==> src/aagl_pkg.sv <==
// ----------------------------------------------------------------------------
// aagl_pkg: shared constants and types of the antialiased line raster
// Line modes, record kinds, register indexes and helper widths.
// ----------------------------------------------------------------------------
package aagl_pkg;

   localparam int COORD_BITS_DEF = 16;
   localparam int QUEUE_DEPTH    = 2;

   localparam logic [2:0] MODE_IDLE = 3'd0;
   localparam logic [2:0] MODE_XMAJ = 3'd1;
   localparam logic [2:0] MODE_YMAJ = 3'd2;
   localparam logic [2:0] MODE_HORZ = 3'd3;
   localparam logic [2:0] MODE_VERT = 3'd4;

   localparam logic KIND_START = 1'b0;
   localparam logic KIND_STEP  = 1'b1;

   localparam logic [1:0] REG_CLIP_LEFT   = 2'd0;
   localparam logic [1:0] REG_CLIP_TOP    = 2'd1;
   localparam logic [1:0] REG_CLIP_WIDTH  = 2'd2;
   localparam logic [1:0] REG_CLIP_HEIGHT = 2'd3;

   localparam logic [15:0] CLIP_SIZE_RESET = 16'hFFFF;

   // fraction width of the colour and slope quotients
   localparam int FRAC_BITS = 16;

   typedef struct packed {
      logic busy;
      logic done;
   } div_stat_type;

   // classified item: kind, mode, horz, dir_neg, x1, y1, x2, y2, dx, dy,
   // lo, span, other, start colour, end colour
   function automatic int rec_width(input int c);
      rec_width = 6 + 6 * c + 3 * (c + 1) + 64;
   endfunction

endpackage

==> src/aagl_queue.sv <==
// ----------------------------------------------------------------------------
// aagl_queue: small register queue between front and back
// Holds classified words; push and pop may happen in the same cycle.
// ----------------------------------------------------------------------------
module aagl_queue #(
   parameter int WIDTH = 8,
   parameter int DEPTH = aagl_pkg::QUEUE_DEPTH
) (
   input  logic             clock,
   input  logic             reset,
   input  logic             push,
   input  logic [WIDTH-1:0] push_data,
   output logic             full,
   input  logic             pop,
   output logic             not_empty,
   output logic [WIDTH-1:0] pop_data
);
   localparam int PW = (DEPTH > 1) ? $clog2(DEPTH) : 1;
   localparam int CW = $clog2(DEPTH + 1);

   logic [WIDTH-1:0] mem_ff [DEPTH];
   logic [PW-1:0]    wr_ptr_ff, wr_ptr_in, rd_ptr_ff, rd_ptr_in;
   logic [CW-1:0]    count_ff, count_in;

   assign full      = (count_ff == CW'(DEPTH));
   assign not_empty = (count_ff != '0);
   assign pop_data  = mem_ff[rd_ptr_ff];

   always_comb begin
      wr_ptr_in = wr_ptr_ff;
      rd_ptr_in = rd_ptr_ff;
      count_in  = count_ff;
      if (push) begin
         wr_ptr_in = (wr_ptr_ff == PW'(DEPTH - 1)) ? '0 : wr_ptr_ff + 1'b1;
      end
      if (pop) begin
         rd_ptr_in = (rd_ptr_ff == PW'(DEPTH - 1)) ? '0 : rd_ptr_ff + 1'b1;
      end
      if (push && !pop) begin
         count_in = count_ff + 1'b1;
      end else if (pop && !push) begin
         count_in = count_ff - 1'b1;
      end
   end

   always_ff @(posedge clock) begin
      if (reset) begin
         wr_ptr_ff <= '0;
         rd_ptr_ff <= '0;
         count_ff  <= '0;
      end else begin
         wr_ptr_ff <= wr_ptr_in;
         rd_ptr_ff <= rd_ptr_in;
         count_ff  <= count_in;
      end
   end

   always_ff @(posedge clock) begin
      if (push) begin
         mem_ff[wr_ptr_ff] <= push_data;
      end
   end

endmodule

==> config.mk <==
export PLATFORM = sky130hd
export DESIGN_NAME = aagl_queue
export DESIGN_NICKNAME = d
export VERILOG_FILES = /design/src/aagl_pkg.sv /design/src/aagl_queue.sv
export SDC_FILE = /design/constraint.sdc
export NUM_CORES = 1
export LEC_CHECK = 0
export ABC_AREA = 1
export BUFFER_PORTS_ARGS = -buffer_cell sky130_fd_sc_hd__buf_2
export CORE_AREA = 4 4 51 53
export CTS_CLUSTER_SIZE = 24
export DETAILED_ROUTE_END_ITERATION = 8
export DIE_AREA = 0 0 55 57
export PLACE_DENSITY = 0.66
export SLEW_MARGIN = 40
export SYNTH_ARGS = -nofsm -noshare
export SYNTH_HDL_FRONTEND = slang
export SYNTH_SLANG_ARGS = --single-unit
==> constraint.sdc <==
create_clock -name clock -period 2.1 [get_ports clock]
set_input_delay 0.21 -clock clock [delete_from_list [all_inputs] [get_ports clock]]
set_output_delay 0.21 -clock clock [all_outputs]
set_load 0.02 [all_outputs]
# Word-level counts from Yosys, hierarchy flattened
# Memory sizes are Yosys's and may differ from the RTL's. A register that Yosys moved wholly into a read port is not among the register bits.
# Index checks and enable logic that the tools add are counted.
# totals
mem_bits_rw,16
memories,1
register_bits,4
# op_classes
reduce_logical,6
eq_ne,1
n_mux,8
add_sub_neg,4
# memory_table
name,words,width,rd,rd_ports_with_merged_regs,write_ports,line,source
mem_ff,2,8,1,1,1,aagl_queue.sv:21,logic [WIDTH-1:0] mem_ff [DEPTH];
# op_table
cell,n
1-bit two-way mux,6
2-bit two-way mux,2
2-bit nonzero test,2
"1-bit adder, second input constant",2
"2-bit by 1-bit adder with 2-bit output, second input constant",1
"2-bit equality test, second input constant",1
1-bit logical AND,2
1-bit logical NOT,2
"2-bit by 1-bit subtractor with 2-bit output, second input constant",1

# Longest topological paths before layout
# depth
word_depth,4
depth_mapped,8
ltp_nobuf,8

# Least setup slack after synthesis
# Ideal clock, no wire load.
# synth_path
path_type,register to register
from,register wr_ptr_ff
to,"memory mem_ff[0][0], enable pin"
arrival_time_ns,0.687
stages_incl_launch_ff,2
path_buffers,0
t_required_ns,1.730
slack_ns,1.042
cell_sequence,dfxtp_1 nor2_1
# synth_lines
item,line,source
from (decl),aagl_queue.sv:22,"logic [PW-1:0] wr_ptr_ff, wr_ptr_in, rd_ptr_ff, rd_ptr_in;"
from (signal assigned),aagl_queue.sv:52,wr_ptr_ff <= wr_ptr_in;
to (decl),aagl_queue.sv:21,
# Straight into the memory's write port.

==> flow_metrics.py <==
metrics = {
    "run_status": {
        "outcome": "finished, final reports clean",
    },
    "floorplan": {
        "die-area_um2": 3135,
        "io_pins": 22,
        "initial_core_util_pct": 39.14,
        "die_h_um": 57,
        "std_cell_rows": 17,
        "die_w_um": 55,
        "core_area_um2": 2148,
    },
    "placement": {
        "gp_routability_congestion": 0.6505,
        "portBuffers": 21,
        "dp.final_hpwl_um": 866.5,
    },
    "power_and_ir_drop": {
        "power.density_nw_per_um2": 803.6,
        "power_leakage_nw": 0.4438,
        "ir_drop_mv": 0.3437,
    },
    "sta": {
        "setup_tns_ns": 0,
        "period_needed_ns": 1.658,
        "finalSetupViolCount": 0,
        "grt_setup_unrepaired": "no",
        "relSlewSlack_pct": 55.32,
        "tightest_slew_ns": 0.6677,
        "period_share_pct": 78.94,
        "fin_hold_ws_ns": 0.09906,
        "drv_slew": 0,
        "clock_skew_ns": 0.004026,
        "hold_viol": 0,
        "fmax_mhz": 603.2,
    },
    "setup_path": {
        "crit_type": "register to output pin",
        "cp_slowest_cell": "dfxtp_1",
        "cp-start-kind": "register",
        "crit_chain": "mux2_4 -> buf_2",
        "end_kind": "output pin",
        "path_max_fanout": 8,
        "worstPathRequired_ns": 1.89,
        "crit_buf_inv": 1,
        "critPathArrivalTime_ns": 1.45,
        "crit_family": "flip-flops",
        "critical_path.max_stage_delay_ns": 0.66,
    },
    "clock_tree": {
        "cts_tree": "yes",
        "insertion_delay_ns": 0.29,
        "clock-sinks": 21,
        "clockBufferDepth": 2,
        "post_cts_buffers": 0,
        "cts-hold-fix-buffers": 0,
        "cts-resized-gates": 0,
        "cts-htree-levels": 1,
        "root_buffer": "clkbuf_4",
        "cts_buffers": 3,
        "clk_pin_slew_ns": 0.11,
    },
    "flow_run": {
        "cap_violations": 0,
    },
    "routing": {
        "routed_via_density": 4.318,
        "drt_iter0_markers": 6,
        "vias": 475,
        "firstDrtPassIters": 2,
        "wire_per_inst_um": 10.46,
        "ant_nets": 0,
        "drcViolationCount": 0,
        "wirelength_um": 1151,
    },
    "global_route": {
        "grt_max_degree": 13,
        "grt_overflow": 0,
        "grt_pass1_vias": 475,
        "grt_util_all_layers_pct": 8.015,
        "antenna_found_initial": 0,
        "grt_pass1_wl_um": 1814,
    },
    "logic_synthesis": {
        "syn_area_um2": 840.8,
        "synth_area_leaders": "edfxtp_1, mux2_4, dfxtp_1, inv_1, nor2_1",
        "synth.distinct_cells": 16,
        "synth_nets": 71,
        "synth-edff-count": 16,
        "yosys.area.top_type": "edfxtp_1",
        "async_flop_share_pct": 0,
        "synth_cells": 58,
        "yosysSeqAreaShare_pct": 69.05,
        "yosys_warnings": 0,
        "synth_ff_type": "edfxtp_1",
        "syn_area_per_cell_um2": 14.50,
        "synth_top_area_share_pct": 57.14,
        "ys_ff_latch": 21,
    },
    "final_layout": {
        "nNetsFinal": 96,
        "multi_input_area_um2": 215.2,
        "syn_to_final_growth_pct": 18.60,
        "nFillCells": 207,
        "diodes": 0,
        "regArea_um2": 580.6,
        "postLayoutCoreUtil_pct": 46.42,
        "drive_gt1_share_pct": 42.68,
    },
    "worst_hold_path": {
        "min_path_type": "primary input to register",
    },
}
-- where the power goes --
part	switching (mW)	total [mW]	internal, mW	leakage, nW
registers	0.0166	0.492	0.475	0.192
clock network	0.109	0.180	0.0708	0.0177
logic	0.0696	0.130	0.0601	0.234
-- final cells by class --
cell class | instances | area share, %
sequential | 21 | 58.22
clock buffer | 3 | 2.258
multi-input combinational | 27 | 21.58
tap | 28 | 3.513
clock inverter | 1 | 0.5019
inverter | 9 | 3.388
timing repair buffer | 21 | 10.54
-- cell families (layout without fill, tap and decap cells) --
| group | count (synthesis) | count (layout) | synth area share [%] |
|---|---|---|---|
| flip-flops | 21 | 21 | 69.05 |
| AND/OR/NAND/NOR | 15 | 15 | 7.589 |
| XOR/XNOR | 1 | 1 | 1.042 |
| adder cells (fa/ha/maj) | 1 | 1 | 1.488 |
| multiplexers | 8 | 8 | 14.29 |
| AO/OA/AOI/OAI | 2 | 2 | 1.189 |
| buffers and inverters | 10 | 34 | 5.357 |
-- registers in the layout, indices dropped and copies added, names as in the netlist, named ones only --
name       flops
mem_ff        16
count_ff       2
rd_ptr_ff      1
wr_ptr_ff      1
-- cells in the mapped netlist, types with 5 or more instances --
cell type   n
nor2_1      6
mux2_4      8
edfxtp_1   16
dfxtp_1     5
inv_1       8
nand2_1     5
-- layer usage --
| layer | vias to the layer above | global-route usage, % | routed length (µm) |
|---|---|---|---|
| li1 | 246 | - | - |
| met1 | 211 | 8.953 | 467 |
| met2 | 16 | 13.34 | 561 |
| met3 | 2 | 2.350 | 114 |
| met4 | 0 | 4.167 | 8 |
| met5 | - | 0 | 0 |
-- cells in the final DEF (no fill, tap or decap) --
cell type,n
nand2_2,1
a21oi_1,1
clkinv_2,1
mux2_4,8
inv_2,1
ha_1,1
clkbuf_4,3
buf_2,21
nand2_1,5
dfxtp_1,5
o21ai_0,1
nand4_1,1
nor2_1,6
edfxtp_1,16
xnor2_1,1
inv_1,8
nand3_1,1
nor3_1,1
-- stage by stage --
stage                     std cells  instance area, µm²  power [mW]  worst slack [ns]
after floorplan                  58               840.8      0.5938             1.042
after global placement          106               969.7      0.6293            0.7633
after detailed placement        106               969.7      0.6338            0.7357
after CTS                       110               997.2      0.8155            0.3905
after global routing            110               997.2      0.8542            0.3666
final                           110               997.2      0.8013            0.4422
-- worst paths after layout --
path / startpoint / end / slack (ns) / cells after the start
setup / recovery: register / pop_data[2] / 0.44 / 2
hold reg to reg: count_ff[0] / count_ff[0] / 0.52 / 2
setup reg to reg: wr_ptr_ff / mem_ff[0][3] / 0.87 / 1
hold / removal: push_data[6] / mem_ff[0][6] / 0.1 / 1
No activity file was read; power rests on OpenSTA's default activity.
