### config.mk
export PLATFORM = sky130hd
export DESIGN_NAME = aagl_front
export DESIGN_NICKNAME = d
export VERILOG_FILES = /design/src/aagl_pkg.sv /design/src/aagl_front.sv
export SDC_FILE = /design/constraint.sdc
export NUM_CORES = 1
export LEC_CHECK = 0
export ABC_AREA = 1
export BUFFER_PORTS_ARGS = -buffer_cell sky130_fd_sc_hd__buf_2
export CORE_ASPECT_RATIO = 0.5
export CORE_MARGIN = 8
export CORE_UTILIZATION = 30
export CTS_BUF_LIST = sky130_fd_sc_hd__clkbuf_4 sky130_fd_sc_hd__clkbuf_8 sky130_fd_sc_hd__clkbuf_16
export CTS_CLUSTER_SIZE = 14
export DETAILED_ROUTE_END_ITERATION = 7
export PLACE_DENSITY_LB_ADDON = 0.3
export SLEW_MARGIN = 40
export SYNTH_ARGS = -nofsm -noshare
export SYNTH_HDL_FRONTEND = slang
export SYNTH_SLANG_ARGS = --single-unit
### constraint.sdc
create_clock -name clock -period 25.3 [get_ports clock]
set_input_delay 1.265 -clock clock [delete_from_list [all_inputs] [get_ports clock]]
set_output_delay 1.265 -clock clock [all_outputs]
set_load 0.03 [all_outputs]
### src/aagl_pkg.sv
// ----------------------------------------------------------------------------
// aagl_pkg: shared constants and types of the antialiased line raster
// Line modes, record kinds, register indexes and helper widths.
// ----------------------------------------------------------------------------
package aagl_pkg;

   localparam int COORD_BITS_DEF = 16;
   localparam int QUEUE_DEPTH    = 2;

   localparam logic [2:0] MODE_IDLE = 3'd0;
   localparam logic [2:0] MODE_XMAJ = 3'd1;
   localparam logic [2:0] MODE_YMAJ = 3'd2;
   localparam logic [2:0] MODE_HORZ = 3'd3;
   localparam logic [2:0] MODE_VERT = 3'd4;

   localparam logic KIND_START = 1'b0;
   localparam logic KIND_STEP  = 1'b1;

   localparam logic [1:0] REG_CLIP_LEFT   = 2'd0;
   localparam logic [1:0] REG_CLIP_TOP    = 2'd1;
   localparam logic [1:0] REG_CLIP_WIDTH  = 2'd2;
   localparam logic [1:0] REG_CLIP_HEIGHT = 2'd3;

   localparam logic [15:0] CLIP_SIZE_RESET = 16'hFFFF;

   // fraction width of the colour and slope quotients
   localparam int FRAC_BITS = 16;

   typedef struct packed {
      logic busy;
      logic done;
   } div_stat_type;

   // classified item: kind, mode, horz, dir_neg, x1, y1, x2, y2, dx, dy,
   // lo, span, other, start colour, end colour
   function automatic int rec_width(input int c);
      rec_width = 6 + 6 * c + 3 * (c + 1) + 64;
   endfunction

endpackage

### src/aagl_front.sv
// ----------------------------------------------------------------------------
// aagl_front: clip registers and item classification
// Orders endpoints by y, finds deltas, mode and the clipped axis span.
// ----------------------------------------------------------------------------
module aagl_front #(
   parameter int COORD_BITS = aagl_pkg::COORD_BITS_DEF
) (
   input  logic                  clock,
   input  logic                  reset,
   input  logic                  csr_wen,
   input  logic [1:0]            csr_index,
   input  logic [15:0]           csr_wdata,
   input  logic                  action,
   input  logic [COORD_BITS-1:0] start_x,
   input  logic [COORD_BITS-1:0] start_y,
   input  logic [COORD_BITS-1:0] end_x,
   input  logic [COORD_BITS-1:0] end_y,
   input  logic [31:0]           start_color,
   input  logic [31:0]           end_color,
   output logic [aagl_pkg::rec_width(COORD_BITS)-1:0] rec
);
   localparam int C  = COORD_BITS;
   localparam int D  = C + 1;
   localparam int EW = ((C > 16) ? C : 16) + 3;

   logic [15:0] clip_left_ff, clip_top_ff, clip_width_ff, clip_height_ff;

   always_ff @(posedge clock) begin
      if (reset) begin
         clip_left_ff   <= '0;
         clip_top_ff    <= '0;
         clip_width_ff  <= aagl_pkg::CLIP_SIZE_RESET;
         clip_height_ff <= aagl_pkg::CLIP_SIZE_RESET;
      end else if (csr_wen) begin
         case (csr_index)
            aagl_pkg::REG_CLIP_LEFT:   clip_left_ff   <= csr_wdata;
            aagl_pkg::REG_CLIP_TOP:    clip_top_ff    <= csr_wdata;
            aagl_pkg::REG_CLIP_WIDTH:  clip_width_ff  <= csr_wdata;
            aagl_pkg::REG_CLIP_HEIGHT: clip_height_ff <= csr_wdata;
            default: ;
         endcase
      end
   end

   logic                swap, horz, vert, dir_neg, empty;
   logic [C-1:0]        x1, y1, x2, y2, a, b, other;
   logic signed [D-1:0] xdiff;
   logic [D-1:0]        dx, dy, span;
   logic signed [EW-1:0] a_e, b_e, lc, t, lo, hi;
   logic [EW-1:0]       size;
   logic [2:0]          mode;

   always_comb begin
      swap    = $signed(start_y) > $signed(end_y);
      x1      = swap ? end_x : start_x;
      y1      = swap ? end_y : start_y;
      x2      = swap ? start_x : end_x;
      y2      = swap ? start_y : end_y;
      horz    = (y1 == y2);
      vert    = !horz && (x1 == x2);
      dir_neg = $signed(x2) < $signed(x1);
      xdiff   = $signed({x2[C-1], x2}) - $signed({x1[C-1], x1});
      dx      = dir_neg ? D'(-xdiff) : D'(xdiff);
      dy      = D'($signed({y2[C-1], y2}) - $signed({y1[C-1], y1}));

      // axis span, clipped on its own axis only
      if (horz) begin
         a     = dir_neg ? x2 : x1;
         b     = dir_neg ? x1 : x2;
         other = y1;
         lc    = EW'($signed(clip_left_ff));
         size  = EW'(clip_width_ff);
      end else begin
         a     = y1;
         b     = y2;
         other = x1;
         lc    = EW'($signed(clip_top_ff));
         size  = EW'(clip_height_ff);
      end
      a_e   = EW'($signed(a));
      b_e   = EW'($signed(b));
      t     = lc + $signed(size) - EW'(1);
      lo    = (a_e > lc) ? a_e : lc;
      hi    = (b_e < t) ? b_e : t;
      empty = hi < lo;
      span  = D'(hi - lo);

      if (horz) begin
         mode = empty ? aagl_pkg::MODE_IDLE : aagl_pkg::MODE_HORZ;
      end else if (vert) begin
         mode = empty ? aagl_pkg::MODE_IDLE : aagl_pkg::MODE_VERT;
      end else begin
         mode = (dy > dx) ? aagl_pkg::MODE_YMAJ : aagl_pkg::MODE_XMAJ;
      end

      rec = {action, mode, horz, dir_neg, x1, y1, x2, y2, dx, dy,
             C'(lo), span, other, start_color, end_color};
   end

endmodule

After elaboration in Yosys (flattened, before gate mapping)
Cells that the tools add are included.
Widths: inputs -> output; s select.

word-level totals
  register bits = 64
  logic and storage cells = 47

operators by class
  $lt $le $gt $ge = 6
  equality and inequality tests = 5
  add/sub/neg operators = 6
  reduce and logical (&&, ||, !) cells = 7
  mux-type cells = 19

operators by type and width
  operator               number
  $mux 16                10
  $mux 19                3
  $sub 16x16->17         2
  $eq 16x16->1           2
  $add 19x19->19         1
  $gt 16x19->1           1
  $lt 16x19->1           1
  $lt 19x19->1           1
  $sub 19x2->19 const B  1
  $gt 17x17->1           1
  $mux 17                1
  $neg 17->17            1
  $sub 17x17->17         1
  $gt 16x16->1           1
  $lt 16x16->1           1
  $mux 3                 3
  $reduce_and 2->1       4
  $eq 2x2->1 const B     2
  $mux 2                 2
  $eq 2x1->1 const B     1
  $logic_not 2->1        1
  $logic_and 1x1->1      1
  $logic_not 1->1        1

Logic depth before layout (Yosys ltp)
Gate-level depths: netlist of run 1.

  depth after elaboration = 12
  gate-level depth with buffers = 64
  depth with buffers taken out = 61

Least setup slack after synthesis of run 1
OpenSTA, ideal clock, no wires.

  path type = input to output
  from = input port end_y[15]
  to = output port rec[215] (netlist bit)
  arrival = 9.720 ns
  slack = 14.315 ns
  path buffers = 4
  stages = 59
  data required time = 24.035 ns
  cell sequence = inv_1 ha_1 nand2_2 inv_2 nand2_2 nor2_4 inv_2 nor2_4 buf_2 clkbuf_1 buf_1 mux2i_1 ha_1 inv_1 ha_1 fa_1 a21oi_1 o21bai_1 [23 not listed] nand2_1 ha_1 nand3_1 and2_1 o221ai_1 a21o_1 a21oi_1 o21ai_0 nand3_1 nand2_1 a21oi_1 o21bai_1 nand2_1 a21boi_0 o21ai_0 a22oi_1 inv_1 nor2_1

between the ends
  longest elaborated chain between the ends = 12

RTL lines
  item                                       RTL line                            text
  start, declared                            aagl_front.sv:17                    input logic [COORD_BITS-1:0] end_y,
  $gt 16x16->1                               aagl_front.sv:54                    swap = $signed(start_y) > $signed(end_y);
  $mux 16, on equally long branches          aagl_front.sv:56, aagl_front.sv:58
  $eq 16x16->1                               aagl_front.sv:59                    horz = (y1 == y2);
  $mux 19 / $mux 16 (equally long branches)  aagl_front.sv:67                    if (horz) begin
  $add 19x19->19                             aagl_front.sv:82                    t = lc + $signed(size) - EW'(1);
  $sub 19x2->19                              aagl_front.sv:82
  $lt 16x19->1                               aagl_front.sv:84                    hi = (b_e < t) ? b_e : t;
  $mux 19                                    aagl_front.sv:84
  $lt 19x19->1                               aagl_front.sv:85                    empty = hi < lo;
  $mux 3                                     aagl_front.sv:91                    mode = empty ? aagl_pkg::MODE_IDLE : aagl_pkg::MODE_VERT;
  $mux 3                                     aagl_front.sv:90                    end else if (vert) begin
  $mux 3 (*)                                 aagl_front.sv:88                    if (horz) begin
  end, declared                              aagl_front.sv:20                    output logic [aagl_pkg::rec_width(COORD_BITS)-1:0] rec

Every way passes the cells marked *; elsewhere a longest branch is shown, timed or not.

Final worst setup path of run 1
  from = input port end_y[5]
  to = output port rec[213] (netlist bit)

between the ends
  longest elaborated chain between the ends = 11

RTL lines
  item                                       RTL line                            text
  $gt 16x16->1                               aagl_front.sv:54
  $mux 16, on equally long branches          aagl_front.sv:56, aagl_front.sv:58
  $eq 16x16->1                               aagl_front.sv:59
  $mux 19 / $mux 16 (equally long branches)  aagl_front.sv:67
  $add 19x19->19                             aagl_front.sv:82
  $sub 19x2->19                              aagl_front.sv:82
  $lt 16x19->1                               aagl_front.sv:84
  $mux 19                                    aagl_front.sv:84
  $lt 19x19->1                               aagl_front.sv:85
  $mux 2                                     aagl_front.sv:89                    mode = empty ? aagl_pkg::MODE_IDLE : aagl_pkg::MODE_HORZ;
  $mux 3 (*)                                 aagl_front.sv:88

Marked as above.

==> results.md, run 1 <==
* Status: completed
* Synth Cell Area at between 10000 and 15000 µm²
* Grt total ovfl at 0
* Share of cells above drive strength 1 at 0.178
* Register bit total from synthesis at 64
* Worst-path fanout max at 114
* Resized cells post-CTS at 0
* Max incr delay on CP at 600 ps
* Unique masters post-synth at 57
* Async SR Flop Fraction at 0
* Die Span X at ~280 µm
* Vias per std cell at 4.81
* Met2 WL post-DR at 20100 µm
* Area growth syn-to-layout at 13.5%
* CTS Sinks at 64
* Final net count at 2203
* Via count at 11600
* Core ar. at 35700 µm²
* Synth Area in Compound Gates at 0.165
* Syn Area/Cell at ~6 µm²
* First-pass GRT wire length at 62400 µm
* Clk buf depth at 2
* Max_slew headroom at 0.431
* WS Path Type: input pin to primary output
* XOR/XNOR share of the synthesized area at 0.0597
* Top sig layer: met5
* Final setup TNS at 0 ps
* Routed wire per std cell at 17.0 µm
* Most frequent cells in the layout: nand2_1 (457), inv_1 (291), buf_2 (236)
* # DRC at 0
* DRT antenna net count at 0
* Vias in the first global route at 10900
* Worst-path clk slew at 50 ps
* Max rail drop VDD at 111 µV
* Top FF cell, synth: dfxtp_1
* Largest family of logic cells by synthesized area: simple AND/OR/NAND/NOR gates
* Tightest Pin Transition at ~850 ps
* Synth Area in Adders at 0.145
* Synth Net Count at between 2000 and 2500
* RSZ-0062 raised after global routing: no
* Worst-skew pair later-pin latency at 320 ps
* Dpl cell area at 11900 µm²
* Post-synthesis simple-gate area fraction at 0.307
* Die Span Y at 150 µm
* Proportion of synthesized area in mux cells at 0.0269
* Critical Path RT at between 20000 and 25000 ps
* Slowest CP cell: buf_6
* Worst EP arrival at 11220 ps
* Yosys warns at 0
* DRT iter0 DRCs at 668
* Row count at 49
* CTS H-tree lvls at 3
* Sequential share of the synthesized area at 0.119
* Min-delay worst type: flop to flop
* Largest net degree at the start of global routing at 115
* Power Density at 96.4 nW/µm²
* Startpoint types: input pin
* GRT Total Usage at 0.183
* Setup Skew at 0 ps
* CTS Hold Bufs at 0
* CTS Root Cell: clkbuf_16
* Die Area at 42700 µm²
* Number of synthesized flops with an enable pin at 0
* Setup violators final at 0
* Post-CTS setup buffers at 0
* Max-cap violations at 0
* Leak Pwr at 6.80 nW
* DP HPWL at 34700 µm
* Final period util at 0.493
* M1 WL at between 15000 and 20000 µm
* Inserted Clock Buffers at 9
* Period minus WS final at 12480 ps
* Drt first pass iters at 5
* Met3 wire len at between 1500 and 2000 µm
* Final instance area at 12300 µm²
* Critical Path End Type: primary output
* Starting density of the core at 0.302
* Port bufs at 236
* CTS tree: yes
* Wirelength, routed at between 40000 and 50000 µm
* Max-slew violations at 0
* RePlAce Congestion at 0.945
* Max frequency at 80.1 MHz
* Commonest non-fill, non-tap cell in the layout: nand2_1
* Initial antenna violation count at 2
* Final Hold Violating Endpoints at 0
* Mapped Cells at 1791
* CP most frequent cell: nand2_1
* # IOs at 367
==> per-stage QoR <==
| step | setup slack [ps] | cells | util | hold WS, ps | power [mW] |
|---|---|---|---|---|---|
| after global placement | 12670 | 2403 | 0.334 | 437 | 1.06 |
| after global routing | 11770 | 2420 | 0.343 | 470 | 1.28 |
| after detailed placement | 12930 | 2403 | 0.334 | 442 | 1.06 |
| final | 12820 | 2420 | 0.343 | 453 | 1.18 |
| after floorplan | 14320 | 1791 | - | 429 | 0.802 |
| after CTS | 12930 | 2419 | 0.343 | 455 | 1.19 |
==> synthesized netlist by cell type, types with 4 or more instances <==
master / number / share of area
buf_6: 4 / 0.0042
dfxtp_1: 64 / 0.12
ha_1: 120 / 0.14
inv_1: 291 / 0.10
xnor2_1: 5 / 0.0041
nand3_2: 4 / 0.0037
o21a_1: 4 / 0.0028
nand3_1: 87 / 0.040
or2_2: 5 / 0.0029
o221ai_1: 4 / 0.0032
nor2_1: 130 / 0.045
nand2_2: 31 / 0.018
o21bai_1: 10 / 0.0070
a21oi_2: 7 / 0.0057
nand2_1: 457 / 0.16
buf_1: 6 / 0.0021
mux2i_1: 29 / 0.027
a21oi_1: 79 / 0.037
o211ai_1: 27 / 0.019
nand4_1: 28 / 0.016
nor4_1: 7 / 0.0041
clkbuf_1: 24 / 0.0083
buf_2: 18 / 0.0083
buf_4: 71 / 0.049
nand2_4: 4 / 0.0042
nor3_1: 9 / 0.0042
o21ai_0: 120 / 0.056
a211oi_1: 7 / 0.0049
o21ai_1: 26 / 0.012
xor2_1: 63 / 0.051
inv_2: 7 / 0.0024
==> path summary, 6_finish.rpt <==
check                                 from                       endpoint  cells after the start  slack (ps)
max                               end_y[5]                       rec[213]                     57       12820
min          clip_width_ff[2]$_SDFFE_PP1P_  clip_width_ff[2]$_SDFFE_PP1P_                      2         450
min reg2reg  clip_width_ff[2]$_SDFFE_PP1P_  clip_width_ff[2]$_SDFFE_PP1P_                      2         450
max reg2reg   clip_left_ff[3]$_SDFFE_PP0P_   clip_left_ff[3]$_SDFFE_PP0P_                      2       24630
==> cells by family (layout without fill, tap and decap cells) <==
family,after synthesis,count (layout)
simple gates,771,771
mux,29,29
xor+xnor,71,71
flops,64,64
buf+inv,425,569
compound gates,308,308
other cells,0,1
fa+ha+maj,123,123
==> state kept, by name (all words and copies together) (netlist names) <==
signal,cells
clip_height_ff,16
clip_top_ff,16
clip_width_ff,16
clip_left_ff,16
==> worst max-delay path, delay by kind of cell <==
family	cells	cell delay, ps
adder cells (fa/ha/maj)	4	1280
AO/OA/AOI/OAI	19	3790
AND/OR/NAND/NOR	26	3230
buffers and inverters	8	1610
==> final cells by class <==
type                       instances  area, µm²
fill                            4012      23400
multi-input combinational       1302       7600
timing repair buffer             252       1310
sequential                        64       1280
inverter                         301       1130
tap                              484        606
clock buffer                      14        288
clock inverter                     2       35.0
antenna                            1       2.50
==> layer usage <==
layer / track usage / up-vias
met5: 0 / -
met2: 0.328 / 317
li1: - / 5967
met4: 0.0676 / 2
met1: 0.227 / 5283
met3: 0.0170 / 75
==> report_power, final <==
group          leakage, nW  internal (mW)  switching (mW)
logic                 6.12          0.275           0.668
clock network        0.162         0.0878          0.0416
registers            0.525          0.106         0.00264
total                 6.80          0.469           0.712
Power figures use the tool's default switching activity.
==> run 2, diff against run 1 <==
==> constraint.sdc (replaced) <==
create_clock -name clock -period 11.8 [get_ports clock]
set_input_delay 0.59 -clock clock [delete_from_list [all_inputs] [get_ports clock]]
set_output_delay 0.59 -clock clock [all_outputs]
set_load 0.03 [all_outputs]
==> results.md, run 2 (same netlist as run 1, synthesis figures left out) <==
* Critical Path End Type: primary output
* Worst setup margin at between 1000 and 1500 ps
* Core ar. at 35700 µm²
* Row count at 49
* Via count at 11600
* # DRC at 0
* Status: completed
* DRT antenna net count at 0
* Final Hold Violating Endpoints at 0
* Tightest Pin Transition at 839 ps
* Die Area at 42700 µm²
* Largest net degree at the start of global routing at 67
* Die Span X at 284 µm
* RSZ-0062 raised after global routing: no
* Most frequent cells in the layout: nand2_1 (457), inv_1 (291), buf_2 (236)
* # fillers at 4036
* Max rail drop VDD at 212 µV
* Final period util at 0.907
* Starting density of the core at 0.302
* CTS Sinks at 64
* Setup violators final at 0
* Routed wire per std cell at 17.2 µm
* Area growth syn-to-layout at 13.8%
* Max-cap violations at 0
* Vias per std cell at around 4.8
* # IOs at 367
* Inserted Clock Buffers at 9
* CTS Hold Bufs at 0
* Clk buf depth at 2
* Setup Skew at 0 ps
* Slowest CP cell: ha_1
* Commonest non-fill, non-tap cell in the layout: nand2_1
* DRT iter0 DRCs at 991
* Port bufs at 236
* Power Density at 207 nW/µm²
* GRT Total Usage at 0.184
* Final cell utilization of the core at 0.344
* Grt total ovfl at 0
* Share of cells above drive strength 1 at 0.180
* Vias in the first global route at 10800
* RePlAce Congestion at 0.968
* Final net count at between 2000 and 2500
* Final Non-Filler Cells at 2427
* Cell total after placement at 2410
* CP most frequent cell: nand2_1
* Startpoint types: input pin
* Initial antenna violation count at 4
* Critical Path RT at around 11000 ps
* Worst-path fanout max at 31
* Max frequency at 93.5 MHz
* Pre-CTS setup slack at ~1100 ps
* CTS H-tree lvls at 3
* Period minus WS final at 10700 ps
* Max-slew violations at 0
* Max incr delay on CP at 460 ps
* Worst-path clk slew at 50 ps
* DP HPWL at between 30000 and 40000 µm
* CTS Root Cell: clkbuf_16
* Worst-skew pair later-pin latency at between 300 and 400 ps
* Leak Pwr at 6.83 nW
* Wirelength, routed at 41800 µm
* Final setup TNS at 0 ps
* WS Path Type: input pin to primary output
* Max_slew headroom at 0.435
* First-pass GRT wire length at 62600 µm
* CTS tree: yes
* Die Span Y at 150 µm
* Worst EP arrival at 10110 ps
* Drt first pass iters at 5
* Min-delay worst type: flop to flop
[run 2: changes by cell type in the layout (fill, tap and decap cells not counted), sizes merged]
cell,delta
buf,+7
clkbuf,-1
clkinv,+1
[run 2: report_power, final]
group / leakage, nW / internal (mW) / switching, mW
Clock: 0.156 / 0.179 / 0.0900
Combinational: 6.15 / 0.593 / 1.45
Sequential: 0.525 / 0.228 / 0.00566
[run 2: critical path, delay by kind of cell]
family                     cells  cell delay, ps
AOI/OAI and AO/OA             19            3260
xor gates and xnor gates       1             150
adders and majority gates      6            1800
buffers and inverters          8             940
muxes                          1             360
and+or+nand+nor               23            2960
[run 2: final timing paths]
check,start,endpoint,slack (ps),cells after the start
max,end_y[15],rec[213],1100,58
min reg2reg,clip_width_ff[8]$_SDFFE_PP1P_,clip_width_ff[8]$_SDFFE_PP1P_,450,2
max reg2reg,clip_left_ff[3]$_SDFFE_PP0P_,clip_left_ff[3]$_SDFFE_PP0P_,11130,2
min,clip_width_ff[8]$_SDFFE_PP1P_,clip_width_ff[8]$_SDFFE_PP1P_,450,2
[run 2: layer usage]
layer,vias up,share of wire,GRT usage
li1,5970,-,-
met2,290,0.49,0.329
met5,-,0.00076,0
met4,6,0.033,0.0709
met1,5293,0.44,0.230
met3,75,0.040,0.0164
[run 2: stage by stage]
step / hold WS [ps] / total power [mW] / instance area, µm²
finish: 452 / 2.54 / 12300
global route: 469 / 2.75 / 12300
CTS: 456 / 2.56 / 12300
detailed placement: 442 / 2.28 / 12000
global placement: 438 / 2.28 / 12000
floorplan: 429 / 1.72 / 10800
[run 2: timing repair]
item | CTS | global route
gates resized for setup | 0 | 1
setup buffers | 0 | 0
endpoints found under the setup margin | 0 | 3
[run 2: area by class of cell]
cell class,instances,area (µm²),area share
clock buffer,13,268,0.0218
multi-input combinational,1302,7590,0.618
antenna,1,2.50,0.000204
timing repair buffer,259,1360,0.111
tap,484,606,0.0493
inverter,301,1130,0.0922
sequential,64,1280,0.104
clock inverter,3,40.0,0.00326
